===== config.mk =====
export PLATFORM = sky130hd
export DESIGN_NAME = hctc_ram
export DESIGN_NICKNAME = d
export VERILOG_FILES = /design/src/hw/rtl/hctc_ram.sv
export SDC_FILE = /design/constraint.sdc
export NUM_CORES = 1
export LEC_CHECK = 0
export BUFFER_PORTS_ARGS = -buffer_cell sky130_fd_sc_hd__clkbuf_2
export CAP_MARGIN = 10
export CORE_ASPECT_RATIO = 1.1
export CORE_MARGIN = 2
export CORE_UTILIZATION = 59
export DETAILED_ROUTE_END_ITERATION = 8
export GPL_ROUTABILITY_DRIVEN = 0
export HOLD_SLACK_MARGIN = 0.02
export PLACE_DENSITY = 0.77
export SLEW_MARGIN = 20
export SYNTH_ARGS = -nofsm -noshare
export SYNTH_HDL_FRONTEND = slang
export SYNTH_SLANG_ARGS = --single-unit

===== constraint.sdc =====
create_clock -name clk -period 2.26 [get_ports clk]
set_input_delay 0.113 -clock clk [delete_from_list [all_inputs] [get_ports clk]]
set_output_delay 0.113 -clock clk [all_outputs]
set_load 0.01 [all_outputs]

===== src/hw/rtl/hctc_ram.sv =====
// Generic simple dual-port RAM with one write port and one registered read port.
// Used for the node memory and the code table; depends on nothing else.
module hctc_ram #(
  parameter int WIDTH = 8,
  parameter int DEPTH = 16
) (
  input  logic                     clk,
  input  logic                     we,
  input  logic [$clog2(DEPTH)-1:0] waddr,
  input  logic [WIDTH-1:0]         wdata,
  input  logic [$clog2(DEPTH)-1:0] raddr,
  output logic [WIDTH-1:0]         rdata
);

  logic [WIDTH-1:0] mem [DEPTH];
  logic [WIDTH-1:0] rdata_r;

  always_ff @(posedge clk) begin
    if (we) begin
      mem[waddr] <= wdata;
    end
    rdata_r <= mem[raddr];
  end

  assign rdata = rdata_r;

endmodule


# == Word level (Yosys, flattened, before mapping) ==
# Memory sizes are Yosys's and may differ from the RTL's. A register that Yosys moved wholly into a read port is not among the register bits.
# Index checks and enable logic that the tools add are counted.
# totals
register_bits,0
mem_bits_rw,128
input_bits,18
output_inout_bits,8
n_memories,1
# memory_table
name,depth,width,read_ports,rd_ports_with_merged_regs,wr,line_no,text
mem,16,8,1,1,1,15,logic [WIDTH-1:0] mem [DEPTH];
# classes
n_mux,2
# op_table
operator,count
$mux W1,2

# == Depth between registers and ports, before layout ==
# Gate-level depths: netlist of run 1.
# logic_depth
word_depth,2
ltp_mapped,5
ltp_nobuf,3

# == Worst setup path before layout of run 1 ==
# No wires, ideal clock.
# synth_path
path_type,in2reg
start,input waddr[2]
end,memory mem[0][0] (enable)
setup_ps,383
arrival_time_ps,1223
t_required_ps,1877
path_slack_ps,654
path_stages,2
path_buffers,0
cell_sequence,or3b_2 nor3_1
# synth_rtl
element,line_no,text
"start, declared",9,"input logic [$clog2(DEPTH)-1:0] waddr,"
"end, declared",15,
# No word-level cell before the write port.

==> results of run 1 <==
==> path summary, 6_finish.rpt <==
path / from / endpoint / slack, ns / depth (start not counted)
setup / recovery: mem[1][0] / rdata[0] / 0.84 / 3
hold / removal: wdata[4] / mem[8][4] / 0.04 / 1
setup reg to reg: mem[1][0] / rdata[0] / 0.84 / 3
hold reg to reg: mem[14][5] / rdata[5] / 0.66 / 3
==> cell usage after synthesis (3+ instances only) <==
cell type,instances
mux4_1,14
clkdlybuf4s25_2,3
dfxtp_1,8
edfxtp_1,128
nor3_1,4
nor2_1,13
mux4_2,18
a22oi_1,16
nand2_1,9
buf_2,3
buf_6,3
==> metal layers <==
layer  vias to the layer above  wire, um  global-route usage, %
li1                       1080         -                      -
met1                      1268      3730                   29.0
met2                       141      4960                   36.2
met3                        14       734                   6.71
met4                         0       149                   8.94
met5                         -         0                      0
==> area by class of cell <==
cell class	count	area, um^2
clock buffer	20	445
clock inverter	12	150
fill	486	2320
multi-input combinational	83	1060
sequential	136	4000
tap	111	139
timing repair buffer	45	288
==> registers in the layout (all words and copies together) (netlist names) <==
name	cells
mem	128
rdata	8
==> power by group <==
part	total [mW]	switching, mW	internal (mW)
Clock	2.71	0.980	1.73
Sequential	2.84	0.0149	2.82
Combinational	0.260	0.149	0.111
Total	5.81	1.14	4.67
==> cell families after synthesis <==
group	count (synthesis)	synth area share, %
buffers and inverters	10	1.68
multiplexers	32	15.0
AND/OR/NAND/NOR	35	3.18
flip-flops	136	77.8
AO/OA/AOI/OAI	16	2.33
==> worst max-delay path, stage by stage, from the launching register on <==
cell and delay (ns):
edfxtp_1 0.38, mux4_1 0.53, a22oi_1 0.29, nand2_1 0.10
==> through the flow <==
| step | instance area [um^2] | setup slack [ns] | std cells |
|---|---|---|---|
| after floorplan | 5150 | 0.654 | 229 |
| after CTS | 6080 | 0.824 | 407 |
| after global routing | 6080 | 0.785 | 407 |
| final | 6080 | 0.844 | 407 |
| after global placement | 5490 | 0.577 | 375 |
| after detailed placement | 5490 | 0.574 | 375 |
==> placed cells by master, fill, tap and decap left out <==
master     count
a22oi_1       16
and2_1         1
and2b_1        1
buf_12         1
buf_4         19
bufinv_16      3
clkbuf_1       1
clkbuf_16     16
clkbuf_2      25
clkbuf_8       3
clkinv_2       5
clkinv_4       4
dfxtp_1        8
edfxtp_1     128
mux4_1        14
mux4_2        18
nand2_1        9
nand2b_1       2
nand3_1        1
nand3b_1       2
nor2_1        13
nor2b_1        1
nor3_1         4
or3b_2         1
==> impl_metrics.ini, run 1 <==
[outcome]
outcome = finished clean

[floorplan]
die_h_um = 102
rows = 35
fp.dieW_um = 93.1
fp.coreArea_um2 = 8410
fp.dieArea_um2 = 9490
num_io_pins = 26
floorplan.initialDensity_pct = 61.2

[timing]
rsz0062_at_grt = no
max_slew_margin_pct = 48.8
fin_crit_ns = 1.42
slew_violations = 0
fin_tns_setup_ns = 0
hold_viol = 0
fmax_ghz = 0.706
holdWs_ns = 0.0408
finalSetupViolCount = 0
tightest_slew_ns = 0.765
fin_skew_ns = 0.00592
finalCritPeriodShare_pct = 62.6

[cts]
cts_max_level = 4
clock_path_buffers = 2
root_buffer = clkbuf_8
holdBufCountCts = 0
cts_tree = yes
cts_sinks = 136
cts_resized = 0
cts_buffers = 17
post_cts_buffers = 0
clk_latency_ns = 0.51
clk_pin_slew_ns = 0.06

[setup_path]
critPathArrivalTime_ns = 1.80
startpoint_type = register
endpoint_kind = register
crit_required_ns = 2.65
worstPathMaxFanout = 1
crit_type = reg -> reg

[finish]
num_antenna_cells = 0
final_util_pct = 72.4
layout-drive-gt1-share_pct = 32.1
final_nets = 301
area_growth_pct = 18.2

[pwr]
leakagePower_nw = 2.11
power_density_nw_per_um2 = 955
ir_worst_vdd_v = 0.000604
fin_total_pwr_mw = 5.81

[drt]
num_vias = 2503
first_iter_violations = 287
via_per_inst = 6.15
drc = 0
dr.pass1.iters = 5
antenna_left = 0
drt-total-wl_um = 9570
wl_per_cell_um = 23.5

[yosys]
ys_warn_count = 0
async_flop_share_pct = 0
synth_top_area_share_pct = 74.7
ys_seq_area_share_pct = 77.8
synth_seq_cells = 136
netlist_top_cells_area = edfxtp_1 75%, mux4_2 7.9%, mux4_1 7.1%
synthesis.area_um2 = 5150
ys_types = 19
synth_ff_type = edfxtp_1
synth_cells = 229
post-synth-top-area-cell = edfxtp_1
synth_fp_nets = 247
synth_edf_count = 128
avgSynthCellArea_um2 = 22.5

[grt]
grt_pass1_vias = 2552
grt_overflow = 0
grt_max_degree = 33
grt_use_total_pct = 22.3
antenna_found_initial = 0
grt_pass1_wl_um = 14300

[flow_run]
drv_cap = 0

[worst_hold_path]
hold_class = in -> reg

[place]
dp_hpwl_um = 5890
port_buffers = 25
Power figures use the tool's default switching activity.
==> inputs of run 2 (changes only) <==
--- a/config.mk
+++ b/config.mk
@@ -9,11 +9,11 @@
 export CAP_MARGIN = 10
 export CORE_ASPECT_RATIO = 1.1
 export CORE_MARGIN = 2
-export CORE_UTILIZATION = 59
+export CORE_UTILIZATION = 54
 export DETAILED_ROUTE_END_ITERATION = 8
 export GPL_ROUTABILITY_DRIVEN = 0
 export HOLD_SLACK_MARGIN = 0.02
-export PLACE_DENSITY = 0.77
+export PLACE_DENSITY = 0.74
 export SLEW_MARGIN = 20
 export SYNTH_ARGS = -nofsm -noshare
 export SYNTH_HDL_FRONTEND = slang
==> constraint.sdc (replaced) <==
create_clock -name clk -period 1.22 [get_ports clk]
set_input_delay 0.061 -clock clk [delete_from_list [all_inputs] [get_ports clk]]
set_output_delay 0.061 -clock clk [all_outputs]
set_load 0.01 [all_outputs]
==> impl_metrics.ini, run 2 (synthesis gave the netlist of run 1 again) <==
[place]
dpl_cell_area_um2 = 5610
port_buffers = 25
dp_slack_ns = -0.287
dp_hpwl_um = 6290

[grt]
grt_pass1_wl_um = 16100
grt_use_total_pct = 21.6
antenna_found_initial = 0
grt_max_degree = 27
grt_pass1_vias = 2749
grt_overflow = 0

[drt]
wl_per_cell_um = 23.1
num_vias = 2552
via_per_inst = 5.89
first_iter_violations = 273
dr.pass1.iters = 4
drt-total-wl_um = 10000
antenna_left = 0
drc = 0

[flow_run]
drv_cap = 0

[outcome]
outcome = finished with violations
violations = setup timing

[timing]
holdWs_ns = 0.123
finalSetupViolCount = 8
max_slew_margin_pct = 40.5
setup_ws_ns = -0.0644
finalCritPeriodShare_pct = 105
fin_tns_setup_ns = -0.246
hold_viol = 0
fmax_ghz = 0.779
fin_skew_ns = 0.00708
tightest_slew_ns = 0.890
fin_crit_ns = 1.28
rsz0062_at_grt = yes
slew_violations = 0

[cts]
clk_pin_slew_ns = 0.06
post_cts_buffers = 0
cts_max_level = 4
clock_path_buffers = 2
clk_latency_ns = 0.52
cts_buffers = 17
cts_sinks = 136
cts_tree = yes
root_buffer = clkbuf_8

[setup_path]
critPathArrivalTime_ns = 1.68
crit_type = reg -> reg
crit_required_ns = 1.62
endpoint_kind = register
worstPathMaxFanout = 1
crit_path_max_incr_delay_ns = 0.50
cp_slowest_cell = mux4_2
crit_chain = mux4_2, a22oi_2, nand2_1
startpoint_type = register

[finish]
layout-drive-gt1-share_pct = 42.1
regMostFlops = mem
fill_cells = 596
area_growth_pct = 21.5
design_area_um2 = 6260
final_cell_mix = 128 x edfxtp_1, 31 x mux4_2, 30 x buf_4, 25 x clkbuf_2, 16 x clkbuf_16
final_common_cell = edfxtp_1
num_antenna_cells = 0
final_nets = 321
largest_reg_flops = 128

[floorplan]
floorplan.initialDensity_pct = 55.3
num_io_pins = 26
fp.dieArea_um2 = 10300
fp.coreArea_um2 = 9310
fp.dieW_um = 97.1
rows = 37
die_h_um = 106

[pwr]
ir_worst_vdd_v = 0.00111
leakagePower_nw = 2.13
power_density_nw_per_um2 = 1690
fin_total_pwr_mw = 10.6

[worst_hold_path]
hold_class = in -> reg
==> run 2: routing by layer <==
metal  global-route usage (%)  vias to the layer above  routed length [um]  share of wire (%)
met5                        0                        -                   0                  0
met4                     9.46                        0                 141                1.4
met3                     5.72                       13                 720                7.2
met2                     34.5                      121                5050                 50
met1                     28.4                     1312                4100                 41
li1                         -                     1106                   -                  -
==> run 2: final timing paths <==
check	start	end	slack (ns)	cells past startpoint
worst min register to register	mem[13][2]	rdata[2]	0.67	3
worst max register to register	mem[3][4]	rdata[4]	-0.06	3
worst max-delay path	mem[3][4]	rdata[4]	-0.06	3
worst min-delay path	waddr[0]	mem[4][1]	0.12	3
==> run 2: power by group <==
| group | leakage [nW] | switching [mW] | total [mW] | internal, mW |
|---|---|---|---|---|
| combinational | 0.637 | 0.299 | 0.557 | 0.258 |
| clock | 0.273 | 1.84 | 4.78 | 2.94 |
| sequential | 1.22 | 0.0335 | 5.26 | 5.23 |
==> run 2: area by class of cell <==
class,count,area [um^2],share of cell area [%]
clock buffer,19,432,6.90
clock inverter,13,130,2.08
multi-input combinational,83,1070,17.2
sequential,136,4000,64.0
tap,117,146,2.34
timing repair buffer,65,470,7.52
==> run 2: what timing repair did <==
action                                  CTS  global route
pin swaps                                12             3
resized for setup                        21             2
hold endpoints to repair                128             0
hold buffers                              8             0
endpoints found under the setup margin    8             8
==> run 2: stage by stage <==
| stage | utilization, % | instances |
|---|---|---|
| after global placement | 60.3 | 393 |
| after detailed placement | 60.3 | 393 |
| final | 67.2 | 433 |
| after floorplan | - | 229 |
| after global routing | 67.2 | 433 |
| after CTS | 67.2 | 433 |
==> run 2: critical path: cells and delay by family (launching register included) <==
family	cells	cell delay, ns
multiplexers	1	0.50
AO/OA/AOI/OAI	1	0.22
AND/OR/NAND/NOR	1	0.09
flip-flops	1	0.37
==> inputs of run 3 (changes only) <==
--- a/config.mk
+++ b/config.mk
@@ -14,6 +14,7 @@
 export GPL_ROUTABILITY_DRIVEN = 0
 export HOLD_SLACK_MARGIN = 0.02
 export PLACE_DENSITY = 0.74
+export RECOVER_POWER = 100
 export SLEW_MARGIN = 20
 export SYNTH_ARGS = -nofsm -noshare
 export SYNTH_HDL_FRONTEND = slang
==> impl_metrics.ini, run 3 (synthesis gave the netlist of run 1 again) <==
[outcome]
outcome = finished with violations
violations = setup timing

[place]
dp_slack_ns = -0.287
dp_hpwl_um = 6290
port_buffers = 25

[grt]
grt_use_total_pct = 21.6
grt_overflow = 0
grt_pass1_vias = 2749
antenna_found_initial = 0
grt_pass1_wl_um = 16100
grt_max_degree = 27

[drt]
via_per_inst = 5.87
first_iter_violations = 260
wl_per_cell_um = 23.1
antenna_left = 0
num_vias = 2542
drt-total-wl_um = 9990
dr.pass1.iters = 5
drc = 0

[floorplan]
rows = 37
die_h_um = 106
floorplan.initialDensity_pct = 55.3
fp.dieW_um = 97.1
num_io_pins = 26
fp.coreArea_um2 = 9310
fp.dieArea_um2 = 10300

[setup_path]
crit_required_ns = 1.62
startpoint_type = register
crit_type = reg -> reg
worstPathMaxFanout = 1
rrSetupSlack_ns = -0.08
endpoint_kind = register
critPathArrivalTime_ns = 1.70
timing.rr.end = rdata[4]
r2r_cells = 3
reg2reg_from = mem[3][4]

[timing]
hold_viol = 0
finalSetupViolCount = 8
slew_violations = 0
setup_ws_ns = -0.0828
fin_skew_ns = 0.00618
fmax_ghz = 0.768
max_slew_margin_pct = 39.6
finalCritPeriodShare_pct = 107
tightest_slew_ns = 0.903
rsz0062_at_grt = yes
holdWs_ns = 0.135
fin_crit_ns = 1.30

[finish]
num_antenna_cells = 0
largest_reg_flops = 128
multi_input_area_um2 = 1060
final_nets = 321
layout-drive-gt1-share_pct = 28.5
regArea_um2 = 4000
fill_cells = 641
final_common_cell = edfxtp_1
area_growth_pct = 19.0
regMostFlops = mem
final_cell_mix = 128 x edfxtp_1, 41 x clkbuf_1, 31 x mux4_2, 16 x clkbuf_16, 13 x nor2_1

[pwr]
power.clock.fraction_pct = 45.2
p_int_mw = 8.40
power_density_nw_per_um2 = 1730
combPwrFrac_pct = 5.0
ir_worst_vdd_v = 0.00111
leakagePower_nw = 1.98
p_seq_share_pct = 49.8
switching_power_mw = 2.17
swShare_pct = 20.5

[flow_run]
drv_cap = 0

[worst_hold_path]
hold_class = in -> reg
hold_start = waddr[0]
whs_endpoint = mem[4][1]
holdPathStages = 3

[cts]
clk_latency_ns = 0.52
cts_buffers = 17
clock_path_buffers = 2
cts_max_level = 4
clk_pin_slew_ns = 0.06
post_cts_buffers = 0
cts_sinks = 136
root_buffer = clkbuf_8
cts_tree = yes
-- run 3: worst max-delay path, stage by stage, from the launching register on --
cell and delay (ns):
edfxtp_1 0.37, mux4_2 0.50, a22oi_2 0.24, nand2_1 0.09
-- run 3: area by class of cell --
class,instances,area share [%]
tap,117,2.39
timing repair buffer,65,5.80
clock inverter,13,2.12
sequential,136,65.4
multi-input combinational,83,17.3
clock buffer,19,7.05
-- run 3: power by group through the flow --
stage	logic (mW)	registers (mW)	clock network, mW
finish	0.528	5.26	4.78
global placement	0.494	5.35	0
global route	0.575	5.27	5.02
CTS	0.559	5.26	4.81
detailed placement	0.505	5.35	0
floorplan	0.266	5.36	0
-- run 3: layer usage --
| metal | up-vias | track usage, % | routed length [um] |
|---|---|---|---|
| met5 | - | 0 | 0 |
| met4 | 0 | 9.46 | 178 |
| met3 | 17 | 5.72 | 691 |
| met2 | 123 | 34.5 | 4980 |
| met1 | 1293 | 28.4 | 4140 |
| li1 | 1109 | - | - |
-- run 3: worst max path at each step --
stage	from	end	depth (start not counted)
after floorplan	waddr[2]	mem[3][0]	2
after global placement	raddr[0]	rdata[0]	5
after detailed placement	raddr[0]	rdata[0]	5
after CTS	mem[8][3]	rdata[3]	3
after global routing	mem[3][0]	rdata[0]	3
final	mem[3][4]	rdata[4]	3
-- run 3: stage by stage --
| step | instance area [um^2] | power, mW | utilization (%) | cells | setup TNS, ns |
|---|---|---|---|---|---|
| 2_1_floorplan | 5160 | 5.62 | - | 229 | -3.29 |
| 3_3_place_gp | 5610 | 5.84 | 60.3 | 393 | -4.50 |
| 3_5_place_dp | 5610 | 5.86 | 60.3 | 393 | -5.22 |
| 4_1_cts | 6250 | 10.6 | 67.2 | 433 | -0.224 |
| 5_1_grt | 6130 | 10.9 | 65.8 | 433 | -0.565 |
| 6_report | 6130 | 10.6 | 65.8 | 433 | -0.269 |
-- run 3: timing repair --
item	4_1_cts	5_1_grt
endpoints found under the hold margin	128	0
hold buffers	8	0
setup endpoints to repair	8	8
pin swaps	12	3
gates resized for setup	21	2
